$ cat config.mk
export PLATFORM = sky130hd
export DESIGN_NAME = decimal_length_prefix_deframer
export DESIGN_NICKNAME = d
export VERILOG_FILES = /design/src/design/dlpd_pkg.sv /design/src/design/decimal_length_prefix_deframer.sv
export SDC_FILE = /design/constraint.sdc
export NUM_CORES = 1
export LEC_CHECK = 0
export BUFFER_PORTS_ARGS = -buffer_cell sky130_fd_sc_hd__buf_4
export CORE_MARGIN = 5
export CORE_UTILIZATION = 60
export DETAILED_ROUTE_END_ITERATION = 7
export GPL_TIMING_DRIVEN = 0
export PLACE_DENSITY = 0.79
export SYNTH_ARGS = -nofsm -noshare
export SYNTH_HDL_FRONTEND = slang
export SYNTH_SLANG_ARGS = --single-unit
$ cat constraint.sdc
create_clock -name clk -period 5.8 [get_ports clk]
set_clock_uncertainty 0.1 [all_clocks]
set_input_delay 0.58 -clock clk [delete_from_list [all_inputs] [get_ports clk]]
set_output_delay 0.58 -clock clk [all_outputs]
set_load 0.02 [all_outputs]
$ cat src/design/dlpd_pkg.sv
// ============================================================================
// dlpd_pkg
// Shared codes for the decimal length prefix deframer: phase codes, byte role
// codes and the number parser substates.
// ============================================================================
package dlpd_pkg;

    localparam int BYTE_W   = 8;
    localparam int ROLE_W   = 2;
    localparam int LEN_W    = 21;
    localparam int OFFSET_W = 20;
    localparam int ACCUM_W  = 20;

    typedef logic [BYTE_W-1:0]          byte_t;
    typedef logic [ROLE_W-1:0]          role_t;
    typedef logic signed [LEN_W-1:0]    length_t;
    typedef logic [OFFSET_W-1:0]        offset_t;
    typedef logic [ACCUM_W-1:0]         accum_t;

    localparam logic [1:0] PH_PREFIX = 2'd0;
    localparam logic [1:0] PH_FIRST  = 2'd1;
    localparam logic [1:0] PH_BODY   = 2'd2;

    localparam role_t ROLE_PREFIX = 2'd0;
    localparam role_t ROLE_FIRST  = 2'd1;
    localparam role_t ROLE_BODY   = 2'd2;

    localparam logic [1:0] SUB_SKIP   = 2'd0;
    localparam logic [1:0] SUB_SIGN   = 2'd1;
    localparam logic [1:0] SUB_DIGITS = 2'd2;
    localparam logic [1:0] SUB_STOP   = 2'd3;

    localparam accum_t MAG_LIMIT = 20'd999999;

    localparam byte_t CHAR_SPACE = 8'd32;
    localparam byte_t CHAR_TAB   = 8'd9;
    localparam byte_t CHAR_CR    = 8'd13;
    localparam byte_t CHAR_PLUS  = 8'd43;
    localparam byte_t CHAR_MINUS = 8'd45;
    localparam byte_t CHAR_ZERO  = 8'd48;
    localparam byte_t CHAR_NINE  = 8'd57;

endpackage

$ cat src/design/decimal_length_prefix_deframer.sv
// ============================================================================
// decimal_length_prefix_deframer
// Splits a byte stream into frames, each led by an ASCII decimal length
// prefix, and tags every byte with its role in the frame.
// ============================================================================
// The block takes one byte per clock cycle while out_ready does not stall
// the output, and returns one result per byte: each byte passes the input
// register and then the result register. Between them a combinational
// update of the prefix parser (a times-ten accumulator with saturation) and
// the body counters sets the rate of one byte per cycle. Each frame opens with
// PREFIX_CHARS prefix bytes parsed like atoi; the body then takes the decoded
// number of bytes, or exactly one byte when that number is zero or negative.
module decimal_length_prefix_deframer
    import dlpd_pkg::*;
#(
    parameter int PREFIX_CHARS = 6
)
(
    input  logic                       clk,
    input  logic                       rst_n,
    input  logic                       in_valid,
    output logic                       in_ready,
    input  logic [BYTE_W-1:0]          data_byte,
    output logic                       out_valid,
    input  logic                       out_ready,
    output logic [ROLE_W-1:0]          byte_role,
    output logic                       frame_done,
    output logic                       length_ready,
    output logic signed [LEN_W-1:0]    decoded_length,
    output logic [OFFSET_W-1:0]        body_offset
);

    localparam int CNT_W = (PREFIX_CHARS > 1) ? $clog2(PREFIX_CHARS) : 1;
    localparam logic [CNT_W-1:0] CNT_LAST = CNT_W'(PREFIX_CHARS - 1);

    logic               s1_valid_reg;
    byte_t              s1_byte_reg;

    logic [1:0]         phase_reg, phase_next;
    logic [CNT_W-1:0]   count_reg, count_next;
    logic [1:0]         sub_reg, sub_next;
    logic               neg_reg, neg_next;
    accum_t             accum_reg, accum_next;
    length_t            remain_reg, remain_next;
    offset_t            pos_reg, pos_next;

    logic               out_valid_reg;
    role_t              role_reg, role_next;
    logic               done_reg, done_next;
    logic               ready_reg, ready_next;
    length_t            length_reg, length_next;
    offset_t            offset_reg, offset_next;

    logic               advance;
    logic               is_digit;
    logic               is_space;
    logic [3:0]         digit_val;
    logic [23:0]        accum_sum;
    accum_t             accum_step;
    logic [1:0]         sub_p;
    logic               neg_p;
    accum_t             accum_p;
    length_t            magnitude;
    length_t            remain_dec;

    assign advance  = !out_valid_reg || out_ready;
    assign in_ready = !s1_valid_reg || advance;

    assign is_digit  = (s1_byte_reg >= CHAR_ZERO) && (s1_byte_reg <= CHAR_NINE);
    assign is_space  = (s1_byte_reg == CHAR_SPACE)
                    || ((s1_byte_reg >= CHAR_TAB) && (s1_byte_reg <= CHAR_CR));
    assign digit_val = 4'(s1_byte_reg - CHAR_ZERO);

    assign accum_sum  = {1'b0, accum_reg, 3'b000} + {3'b000, accum_reg, 1'b0}
                      + {20'd0, digit_val};
    assign accum_step = (accum_sum > {4'd0, MAG_LIMIT}) ? MAG_LIMIT : accum_sum[ACCUM_W-1:0];

    always_comb
    begin
        sub_p   = sub_reg;
        neg_p   = neg_reg;
        accum_p = accum_reg;
        case (sub_reg)
            SUB_SKIP:
            begin
                if (is_space)
                begin
                    sub_p = SUB_SKIP;
                end
                else if (s1_byte_reg == CHAR_PLUS)
                begin
                    sub_p = SUB_SIGN;
                end
                else if (s1_byte_reg == CHAR_MINUS)
                begin
                    sub_p = SUB_SIGN;
                    neg_p = 1'b1;
                end
                else if (is_digit)
                begin
                    sub_p   = SUB_DIGITS;
                    accum_p = {16'd0, digit_val};
                end
                else
                begin
                    sub_p = SUB_STOP;
                end
            end
            SUB_SIGN, SUB_DIGITS:
            begin
                if (is_digit)
                begin
                    sub_p   = SUB_DIGITS;
                    accum_p = accum_step;
                end
                else
                begin
                    sub_p = SUB_STOP;
                end
            end
            default:
            begin
                sub_p = sub_reg;
            end
        endcase
    end

    assign magnitude  = {1'b0, accum_p};
    assign remain_dec = remain_reg - length_t'(1);

    always_comb
    begin
        phase_next  = phase_reg;
        count_next  = count_reg;
        sub_next    = sub_reg;
        neg_next    = neg_reg;
        accum_next  = accum_reg;
        remain_next = remain_reg;
        pos_next    = pos_reg;
        role_next   = ROLE_PREFIX;
        done_next   = 1'b0;
        ready_next  = 1'b0;
        length_next = '0;
        offset_next = '0;
        if ((phase_reg == PH_FIRST) || (phase_reg == PH_BODY))
        begin
            role_next   = (phase_reg == PH_FIRST) ? ROLE_FIRST : ROLE_BODY;
            offset_next = pos_reg;
            remain_next = remain_dec;
            pos_next    = pos_reg + offset_t'(1);
            phase_next  = PH_BODY;
            if (remain_dec[LEN_W-1] || (remain_dec == '0))
            begin
                done_next   = 1'b1;
                phase_next  = PH_PREFIX;
                remain_next = '0;
                pos_next    = '0;
                count_next  = '0;
                sub_next    = SUB_SKIP;
                neg_next    = 1'b0;
                accum_next  = '0;
            end
        end
        else
        begin
            phase_next = PH_PREFIX;
            sub_next   = sub_p;
            neg_next   = neg_p;
            accum_next = accum_p;
            count_next = count_reg + CNT_W'(1);
            if (count_reg == CNT_LAST)
            begin
                length_next = neg_p ? -magnitude : magnitude;
                ready_next  = 1'b1;
                remain_next = neg_p ? -magnitude : magnitude;
                pos_next    = '0;
                phase_next  = PH_FIRST;
                count_next  = '0;
                sub_next    = SUB_SKIP;
                neg_next    = 1'b0;
                accum_next  = '0;
            end
        end
    end

    always_ff @(posedge clk or negedge rst_n)
    begin
        if (!rst_n)
        begin
            s1_valid_reg  <= 1'b0;
            out_valid_reg <= 1'b0;
            phase_reg     <= PH_PREFIX;
            count_reg     <= '0;
            sub_reg       <= SUB_SKIP;
            neg_reg       <= 1'b0;
            accum_reg     <= '0;
            remain_reg    <= '0;
            pos_reg       <= '0;
        end
        else
        begin
            if (in_ready)
            begin
                s1_valid_reg <= in_valid;
            end
            if (advance)
            begin
                out_valid_reg <= s1_valid_reg;
                if (s1_valid_reg)
                begin
                    phase_reg  <= phase_next;
                    count_reg  <= count_next;
                    sub_reg    <= sub_next;
                    neg_reg    <= neg_next;
                    accum_reg  <= accum_next;
                    remain_reg <= remain_next;
                    pos_reg    <= pos_next;
                end
            end
        end
    end

    always_ff @(posedge clk)
    begin
        if (in_ready && in_valid)
        begin
            s1_byte_reg <= data_byte;
        end
        if (advance && s1_valid_reg)
        begin
            role_reg   <= role_next;
            done_reg   <= done_next;
            ready_reg  <= ready_next;
            length_reg <= length_next;
            offset_reg <= offset_next;
        end
    end

    assign out_valid      = out_valid_reg;
    assign byte_role      = role_reg;
    assign frame_done     = done_reg;
    assign length_ready   = ready_reg;
    assign decoded_length = length_reg;
    assign body_offset    = offset_reg;

    // A finished frame is always closed by a body byte, first or later, never by a prefix byte.
    assert property (@(posedge clk) disable iff (!rst_n)
        out_valid && frame_done |-> byte_role != ROLE_PREFIX)
        else $error("frame_done on a prefix byte");

    // The decoded length is only shown on the last prefix byte.
    assert property (@(posedge clk) disable iff (!rst_n)
        out_valid && !length_ready |-> decoded_length == '0)
        else $error("decoded_length nonzero without length_ready");

    // Prefix bytes carry no body offset.
    assert property (@(posedge clk) disable iff (!rst_n)
        out_valid && byte_role == ROLE_PREFIX |-> body_offset == '0 && !frame_done)
        else $error("prefix byte with body offset or frame_done");

    // The saturating accumulator never passes its limit.
    assert property (@(posedge clk) disable iff (!rst_n)
        accum_reg <= MAG_LIMIT)
        else $error("accumulator above limit");

    // After a byte that ends a frame the next accepted byte is a prefix byte.
    assert property (@(posedge clk) disable iff (!rst_n)
        advance && s1_valid_reg && done_next |=> phase_reg == PH_PREFIX && count_reg == '0)
        else $error("parser not rearmed after frame end");

endmodule
==> results of run 1 <==
through the flow:
stage | area (um2) | std cells | setup WS [ns] | total power [uW] | hold WS [ns]
global placement | 8890 | 1124 | -0.177 | 3030 | 0.367
global route | 9520 | 1159 | 0.0210 | 4440 | 0.227
detailed placement | 8890 | 1124 | -0.185 | 3070 | 0.379
floorplan | 8230 | 890 | 0.733 | 2550 | 0.184
CTS | 9470 | 1156 | 0.0310 | 4100 | 0.221
finish | 9520 | 1159 | 0.263 | 4200 | 0.172
worst max-delay path: stages (launching register included):
cell and delay (ns):
edfxtp_1 0.45, inv_1 0.13, fa_1 0.50, inv_1 0.07, fa_1 0.49, a211oi_2 0.29
o211ai_2 0.17, a21boi_2 0.25, xor2_2 0.23, o2111ai_1 0.14, o22a_2 0.31, a211o_2 0.46
o21ai_4 0.23, ha_1 0.27, inv_1 0.10, nor4b_4 0.27, buf_4 0.19, a41oi_1 0.16
xor2_1 0.21, and3_1 0.25
kinds of logic (layout without fill, tap and decap cells):
kind of cell	Yosys count	count (layout)
buf+inv	73	166
xor+xnor	56	56
simple gates	331	331
mux	5	5
flops	124	124
compound gates	253	253
fa+ha+maj	48	48
power by group:
group          internal, uW  switching, uW
clock network           638            389
logic                   660           1310
registers              1060            135
worst paths after layout:
kind,startpoint,endpoint,slack [ns],depth (start not counted)
setup / recovery,s1_byte_reg[3],decoded_length[18],0.26,19
hold / removal,rst_n,remain_reg[8],0.17,1
setup reg to reg,s1_byte_reg[3],decoded_length[18],0.26,19
hold reg to reg,s1_valid_reg,out_valid,0.39,1
max in group asynchronous,rst_n,pos_reg[19],4.79,1
min in group clk,data_byte[5],s1_byte_reg[5],0.23,1
repair_timing:
| action | CTS | global route |
|---|---|---|
| setup buffers | 0 | 3 |
| gates resized for setup | 3 | 5 |
| pin swaps | 1 | 2 |
| endpoints found under the hold margin | 0 | 0 |
| endpoints found under the setup margin | 11 | 11 |
routing by layer:
layer | track usage | wire length (um) | vias to the layer above
met5 | 0 | 0 | -
met4 | 0.0763 | 384 | 0
met3 | 0.0434 | 1500 | 42
met2 | 0.422 | 10000 | 303
met1 | 0.353 | 9060 | 3479
li1 | - | - | 3422
layout by cell type (no fill, tap or decap), drive strengths merged, types with 23 or more instances in the layout:
master | synthesis | layout
dfrtp | 71 | 71
nor2 | 95 | 95
xor2 | 32 | 32
edfxtp | 53 | 53
nand2 | 98 | 98
xnor2 | 24 | 24
o21ai | 86 | 86
inv | 30 | 30
a21oi | 47 | 47
buf | 10 | 71
clkbuf | 32 | 52
nor2b | 23 | 23
ha | 46 | 46
final cells by class:
type,count,area [um2]
inverters,31,118
repair buffers,61,458
multi-input cells,693,4610
plain buffers,42,178
clock inverters,12,123
clock buffers,20,447
well taps,176,220
flip-flops and latches,124,3370
fillers,1035,3830
==> impl_metrics.yaml, run 1 <==
sta:
  hold_viol: 0
  rsz0062_at_grt: "false"
  relSlewSlack: 0.374
  period_needed_ns: 5.54
  drv_slew: 0
  timing.fmax_mhz: 181
  finalCritPeriodShare: 0.955
  tightestPinTransition_ns: 0.939
  setup_violations: 0
  fin_tns_setup_ns: 0
placed_design:
  io_buffers: 58
  routabilityCongestion: 0.946
  hpwl_um: 15100
synth:
  syn_area_um2: 8230
  yosys_warnings: 0
  post_synth_fa_ha_maj_area_fraction: 0.0748
  netlist.area_leader.share: 0.216
  syn_inst: 890
  synth_compound_area_frac: 0.214
  synth-edff-count: 53
  synth_xor_area_frac: 0.0605
  async_flop_share: 0.573
  syn_nets: 950
  yosysUniqueCellTypes: 96
  syn-mean-instance-area_um2: 9.25
  synth_commonest_cells: "nand2_1, nor2_1, o21ai_0"
  synth_ff_type: "dfrtp_1"
  synth_top_family_by_area: "compound AO/OA/AOI/OAI gates"
  synth_area_leaders: "dfrtp_1, edfxtp_1, ha_1"
  synth_most_common_cell: "nand2_1"
  synth_top_area_cell: "dfrtp_1"
  seq_area_frac_synth: 0.409
  synth_seq_cells: 124
  synth-simple-area-share: 0.200
  synthMuxAreaShare: 0.00623
detailed_routing:
  vias: 7246
  wirelength_um: 21000
  avgViaCountPerCell: 6.25
  drc: 0
  wl_per_cell_um: 18.1
  first_pass_iters: 5
  drt-initial-drc-count: 781
  ant_nets: 0
setup_path:
  start_kind: "register"
  criticalPathCategory: "register to register"
  end_kind: "register"
  path_max_fanout: 8
  worstPathArrival_ns: 5.60
  crit_required_ns: 5.86
floorplanning:
  fp.dieH_um: 127
  die_x_um: 127
  start_util: 0.617
  dieArea_um2: 16200
  core_area_um2: 13300
  rows: 42
  pin_count: 59
finish:
  antennaDiodeCount: 0
  synthToLayoutAreaGrowth_pct: 15.7
  drive_gt1_frac: 0.139
  fin_util: 0.713
  layout.nets: 1030
job:
  max_cap_violations: 0
clock_tree:
  ctsHtreeMaxLevel: 4
  cts_sinks: 124
  insertion_delay_ns: 0.42
  root_buffer: "clkbuf_16"
  cts.path.max_buffers: 2
  cts_tree: "built"
  cts_made_buffers: 17
  cts_hold_buf: 0
  clk_pin_slew_worst_paths_ns: 0.06
status:
  outcome: "finished clean"
grt:
  grt_overflow_total: 0
  grt_pass1_wl_um: 33500
  antenna_found_initial: 0
  grt_pass1_vias: 6629
  track_usage: 0.257
  grt_max_degree: 72
power_and_ir_drop:
  cellPowerDensity_nw_per_um2: 441
  ir_worst_vdd_mv: 0.305
  p_leak_uw: 0.00400
hold_path:
  hp-class: "input pin to asynchronous set/reset pin"
Note: power is estimated with default switching activity, not from simulation.
==> run 2, diff against run 1 <==
Settings changed: MAX_ROUTING_LAYER from default to met4, SETUP_SLACK_MARGIN from default to 0.1.
==> run 2 against run 1 <==
First-iteration DRC count rose by 3.2%; cell area is 0.26% higher; sequential power hardly changed; clock power grew 4%; critical endpoint is now decoded_length[11].
==> impl_metrics.yaml, run 2 (synthesized netlist as in run 1, its figures left out) <==
setup_path:
  end_kind: "register"
  start_kind: "register"
  criticalPathCategory: "register to register"
  crit_required_ns: 5.86
  worstPathArrival_ns: 5.51
  path_max_fanout: 10
finish:
  layout.nets: 1031
  antennaDiodeCount: 0
  layout_common_cells: "nand2_1, nor2_1, o21ai_0"
  drive_gt1_frac: 0.142
  final_common_cell: "nand2_1"
  synthToLayoutAreaGrowth_pct: 16.0
  final_area_um2: 9550
sta:
  rsz0062_at_grt: "false"
  timing.fmax_mhz: 183
  tightestPinTransition_ns: 0.948
  finalCritPeriodShare: 0.940
  setup_violations: 0
  period_needed_ns: 5.45
  relSlewSlack: 0.368
  drv_slew: 0
  holdWs_ns: 0.171
  hold_viol: 0
placed_design:
  io_buffers: 58
  hpwl_um: 15200
  dpl-instance-area_um2: 8890
  routabilityCongestion: 0.972
clock_tree:
  cts.path.max_buffers: 2
  cts_sinks: 124
  ctsHtreeMaxLevel: 4
  insertion_delay_ns: 0.42
  clk_pin_slew_worst_paths_ns: 0.06
  root_buffer: "clkbuf_16"
  cts_made_buffers: 17
  cts_hold_buf: 0
  cts_tree: "built"
floorplanning:
  die_x_um: 127
  rows: 42
  core_area_um2: 13300
  fp.dieH_um: 127
  start_util: 0.617
  dieArea_um2: 16200
  pin_count: 59
detailed_routing:
  ant_nets: 0
  drc: 0
  drt-initial-drc-count: 806
  first_pass_iters: 6
  wl_per_cell_um: 18.4
  wirelength_um: 21300
  avgViaCountPerCell: 6.33
  vias: 7339
job:
  max_cap_violations: 0
hold_path:
  hp-class: "input pin to asynchronous set/reset pin"
grt:
  track_usage: 0.269
  grt.busiest_layer: "met2"
  grt_pass1_wl_um: 34100
  antenna_found_initial: 0
  grt_max_degree: 72
  grt_pass1_vias: 6703
  grt_overflow_total: 0
  use_met2: 0.425
  use_met3: 0.0484
  use_met1: 0.358
power_and_ir_drop:
  ir_worst_vdd_mv: 0.288
  clock_power_share: 0.252
  p_sw_uw: 1860
  sw_frac_of_total: 0.436
  p_comb_frac: 0.469
  cellPowerDensity_nw_per_um2: 447
  seqPwrFrac: 0.280
  p_int_uw: 2410
  p_leak_uw: 0.00403
status:
  outcome: "finished clean"
-- run 2: final cells by class --
| cell class | instances | area (um2) |
|---|---|---|
| Inverter | 31 | 118 |
| Sequential cell | 124 | 3370 |
| Timing Repair Buffer | 62 | 465 |
| Clock buffer | 20 | 447 |
| Fill cell | 1044 | 3800 |
| Clock inverter | 12 | 145 |
| Tap cell | 176 | 220 |
| Buffer | 42 | 178 |
| Multi-Input combinational cell | 693 | 4610 |
-- run 2: timing repair --
action / CTS / global route
setup buffers: 2 / 2
hold endpoints to repair: 0 / 0
pin swaps: 1 / 1
setup endpoints to repair: 13 / 10
gates resized for setup: 3 / 5
-- run 2: power by group through the flow --
stage          combinational, uW  clock, uW  sequential, uW
2_1_floorplan               1350          0            1200
3_5_place_dp                1880          0            1200
4_1_cts                     1940       1070            1190
6_report                    2000       1070            1190
5_1_grt                     2180       1110            1210
3_3_place_gp                1840          0            1200
-- run 2: layer usage --
metal,vias up,routed length (um),part of all wire
li1,3429,-,-
met1,3543,9250,0.43
met2,311,10200,0.48
met3,56,1450,0.068
met4,0,456,0.021
met5,-,0,0
-- run 2: metrics by stage --
step / utilization / power, uW / TNS [ns] / std cells / setup slack, ns
global placement: 0.666 / 3040 / -0.546 / 1124 / -0.166
finish: 0.715 / 4270 / 0 / 1160 / 0.347
global route: 0.715 / 4510 / 0 / 1160 / 0.116
detailed placement: 0.666 / 3080 / -1.19 / 1124 / -0.228
floorplan: - / 2550 / 0 / 890 / 0.733
CTS: 0.712 / 4200 / 0 / 1158 / 0.181
-- run 2: worst max-delay path: stages (launching register included) --
cell and delay (ns):
dfrtp_1 0.41, inv_1 0.10, fa_1 0.54, inv_1 0.07, fa_1 0.50, a211oi_2 0.31, o211ai_2 0.17, a21boi_2 0.26
o311ai_1 0.16, xnor2_1 0.19, o2111ai_2 0.19, buf_4 0.22, a2111oi_4 0.39, o221ai_2 0.22, nor4b_2 0.65, a31oi_1 0.20
xnor2_1 0.40, nor2_1 0.10
-- run 2: worst paths after layout --
path / from / to / slack, ns / depth (start not counted)
setup / recovery: accum_reg[0] / decoded_length[11] / 0.35 / 17
hold / removal: rst_n / remain_reg[14] / 0.17 / 1
setup reg to reg: accum_reg[0] / decoded_length[11] / 0.35 / 17
hold reg to reg: phase_reg[0] / phase_reg[0] / 0.40 / 2
max in group asynchronous: rst_n / pos_reg[18] / 4.78 / 1
min in group clk: data_byte[1] / s1_byte_reg[1] / 0.23 / 1
==> run 3, diff against run 2 <==
Settings changed: PLACE_DENSITY 0.79 to 0.83.
==> run 3 against run 2 <==
Largest cell class unchanged; combinational power about the same; cell area increased by 0.64%; core utilization up 0.46 points; sequential power is essentially flat; largest power group unchanged; first-iteration DRC count is 53% higher; final cell count about the same; sequential share of layout area down 0.23 points; critical path depth grew 2; non-clock buffer count grew 1.
==> impl_metrics.yaml, run 3 (synthesized netlist as in run 1, its figures left out) <==
power_and_ir_drop:
  p_sw_uw: 1920
  p_int_uw: 2460
  seqPwrFrac: 0.273
  clock_power_share: 0.264
  ir_worst_vdd_mv: 0.256
  p_comb_frac: 0.463
  p_leak_uw: 0.00404
  cellPowerDensity_nw_per_um2: 456
  sw_frac_of_total: 0.438
detailed_routing:
  ant_nets: 0
  vias: 7445
  wirelength_um: 22000
  first_pass_iters: 6
  avgViaCountPerCell: 6.41
  drt-initial-drc-count: 1230
  wl_per_cell_um: 19.0
  drc: 0
setup_path:
  end_kind: "register"
  start_kind: "register"
  path_max_fanout: 7
  criticalPathCategory: "register to register"
  crit_required_ns: 5.87
  worstPathArrival_ns: 5.53
clock_tree:
  insertion_delay_ns: 0.43
  cts_made_buffers: 17
  root_buffer: "clkbuf_16"
  cts.path.max_buffers: 2
  cts_tree: "built"
  cts_sinks: 124
  ctsHtreeMaxLevel: 4
  clk_pin_slew_worst_paths_ns: 0.06
  cts_hold_buf: 0
placed_design:
  routabilityCongestion: 0.961
  hpwl_um: 15200
  io_buffers: 58
sta:
  tightestPinTransition_ns: 0.946
  drv_slew: 0
  relSlewSlack: 0.369
  hold_viol: 0
  setup_violations: 0
  period_needed_ns: 5.46
  timing.fmax_mhz: 183
  rsz0062_at_grt: "false"
  fin_tns_setup_ns: 0
  finalCritPeriodShare: 0.942
grt:
  grt_pass1_vias: 6861
  grt_max_degree: 72
  track_usage: 0.279
  grt_pass1_wl_um: 35200
  use_met2: 0.442
  grt.busiest_layer: "met2"
  grt_overflow_total: 0
  antenna_found_initial: 0
  use_met3: 0.0451
  use_met1: 0.364
job:
  max_cap_violations: 0
floorplanning:
  dieArea_um2: 16200
  die_x_um: 127
  start_util: 0.617
  fp.dieH_um: 127
  core_area_um2: 13300
  pin_count: 59
  rows: 42
finish:
  synthToLayoutAreaGrowth_pct: 16.7
  final_common_cell: "nand2_1"
  drive_gt1_frac: 0.146
  layout.nets: 1032
  antennaDiodeCount: 0
  layout_common_cells: "nand2_1, nor2_1, o21ai_0"
  fin_util: 0.720
status:
  outcome: "finished clean"
hold_path:
  hp-class: "input pin to asynchronous set/reset pin"
[run 3: cell count changes in the layout (fill, tap and decap cells not counted), sizes merged]
cell,previous run,this run
clkbuf,52,49
clkinvlp,1,2
clkinv,8,5
inv,31,35
buf,72,73
bufinv,3,4
[run 3: metal layers]
metal	routed length (um)	share of wire
met3	1800	0.082
met2	10600	0.48
met4	650	0.029
met1	8990	0.41
met5	0	0
[run 3: repair_timing]
action,4_1_cts,5_1_grt
endpoints found under the setup margin,13,15
pin swaps,0,3
setup buffers,0,5
resized for setup,4,5
[run 3: metrics by stage]
step | area (um2) | total power [uW] | instances | hold WS, ns | setup WS (ns)
2_1_floorplan | 8230 | 2550 | 890 | 0.184 | 0.733
3_3_place_gp | 8890 | 3030 | 1124 | 0.378 | -0.0923
3_5_place_dp | 8890 | 3070 | 1124 | 0.395 | -0.156
4_1_cts | 9540 | 4240 | 1156 | 0.218 | 0.111
5_1_grt | 9610 | 4600 | 1161 | 0.217 | 0.0979
6_report | 9610 | 4380 | 1161 | 0.170 | 0.338
[run 3: final cells by class]
cell class	instances	area, um2
Buffer	42	178
Clock buffer	17	425
Clock inverter	15	213
Fill cell	998	3740
Inverter	31	118
Multi-Input combinational cell	693	4610
Sequential cell	124	3370
Tap cell	176	220
Timing Repair Buffer	63	473
[run 3: worst paths after layout]
path	startpoint	endpoint	slack (ns)	depth (start not counted)
setup / recovery	s1_byte_reg[3]	decoded_length[18]	0.34	19
hold reg to reg	s1_valid_reg	out_valid	0.40	1
hold / removal	rst_n	remain_reg[16]	0.17	1
min in group clk	data_byte[1]	s1_byte_reg[1]	0.22	1
setup reg to reg	s1_byte_reg[3]	decoded_length[18]	0.34	19
max in group asynchronous	rst_n	accum_reg[18]	4.79	1
[run 3: critical path, stage by stage (launching register included)]
cell and delay (ns):
edfxtp_1 0.45, inv_1 0.14, fa_1 0.50, inv_1 0.07, fa_1 0.48, a211oi_2 0.30
o211ai_2 0.18, a21boi_2 0.26, xor2_2 0.22, o2111ai_1 0.14, o22a_2 0.30, a211o_2 0.45
o21ai_4 0.23, ha_2 0.26, inv_1 0.08, nor4b_4 0.21, buf_4 0.19, a41oi_1 0.14
xor2_1 0.21, and3_1 0.27
[run 3: power by group through the flow]
stage	logic [uW]	clock network, uW	registers [uW]
floorplan	1350	0	1200
global placement	1840	0	1200
detailed placement	1870	0	1200
CTS	1900	1150	1190
global route	2190	1190	1210
finish	2030	1160	1200
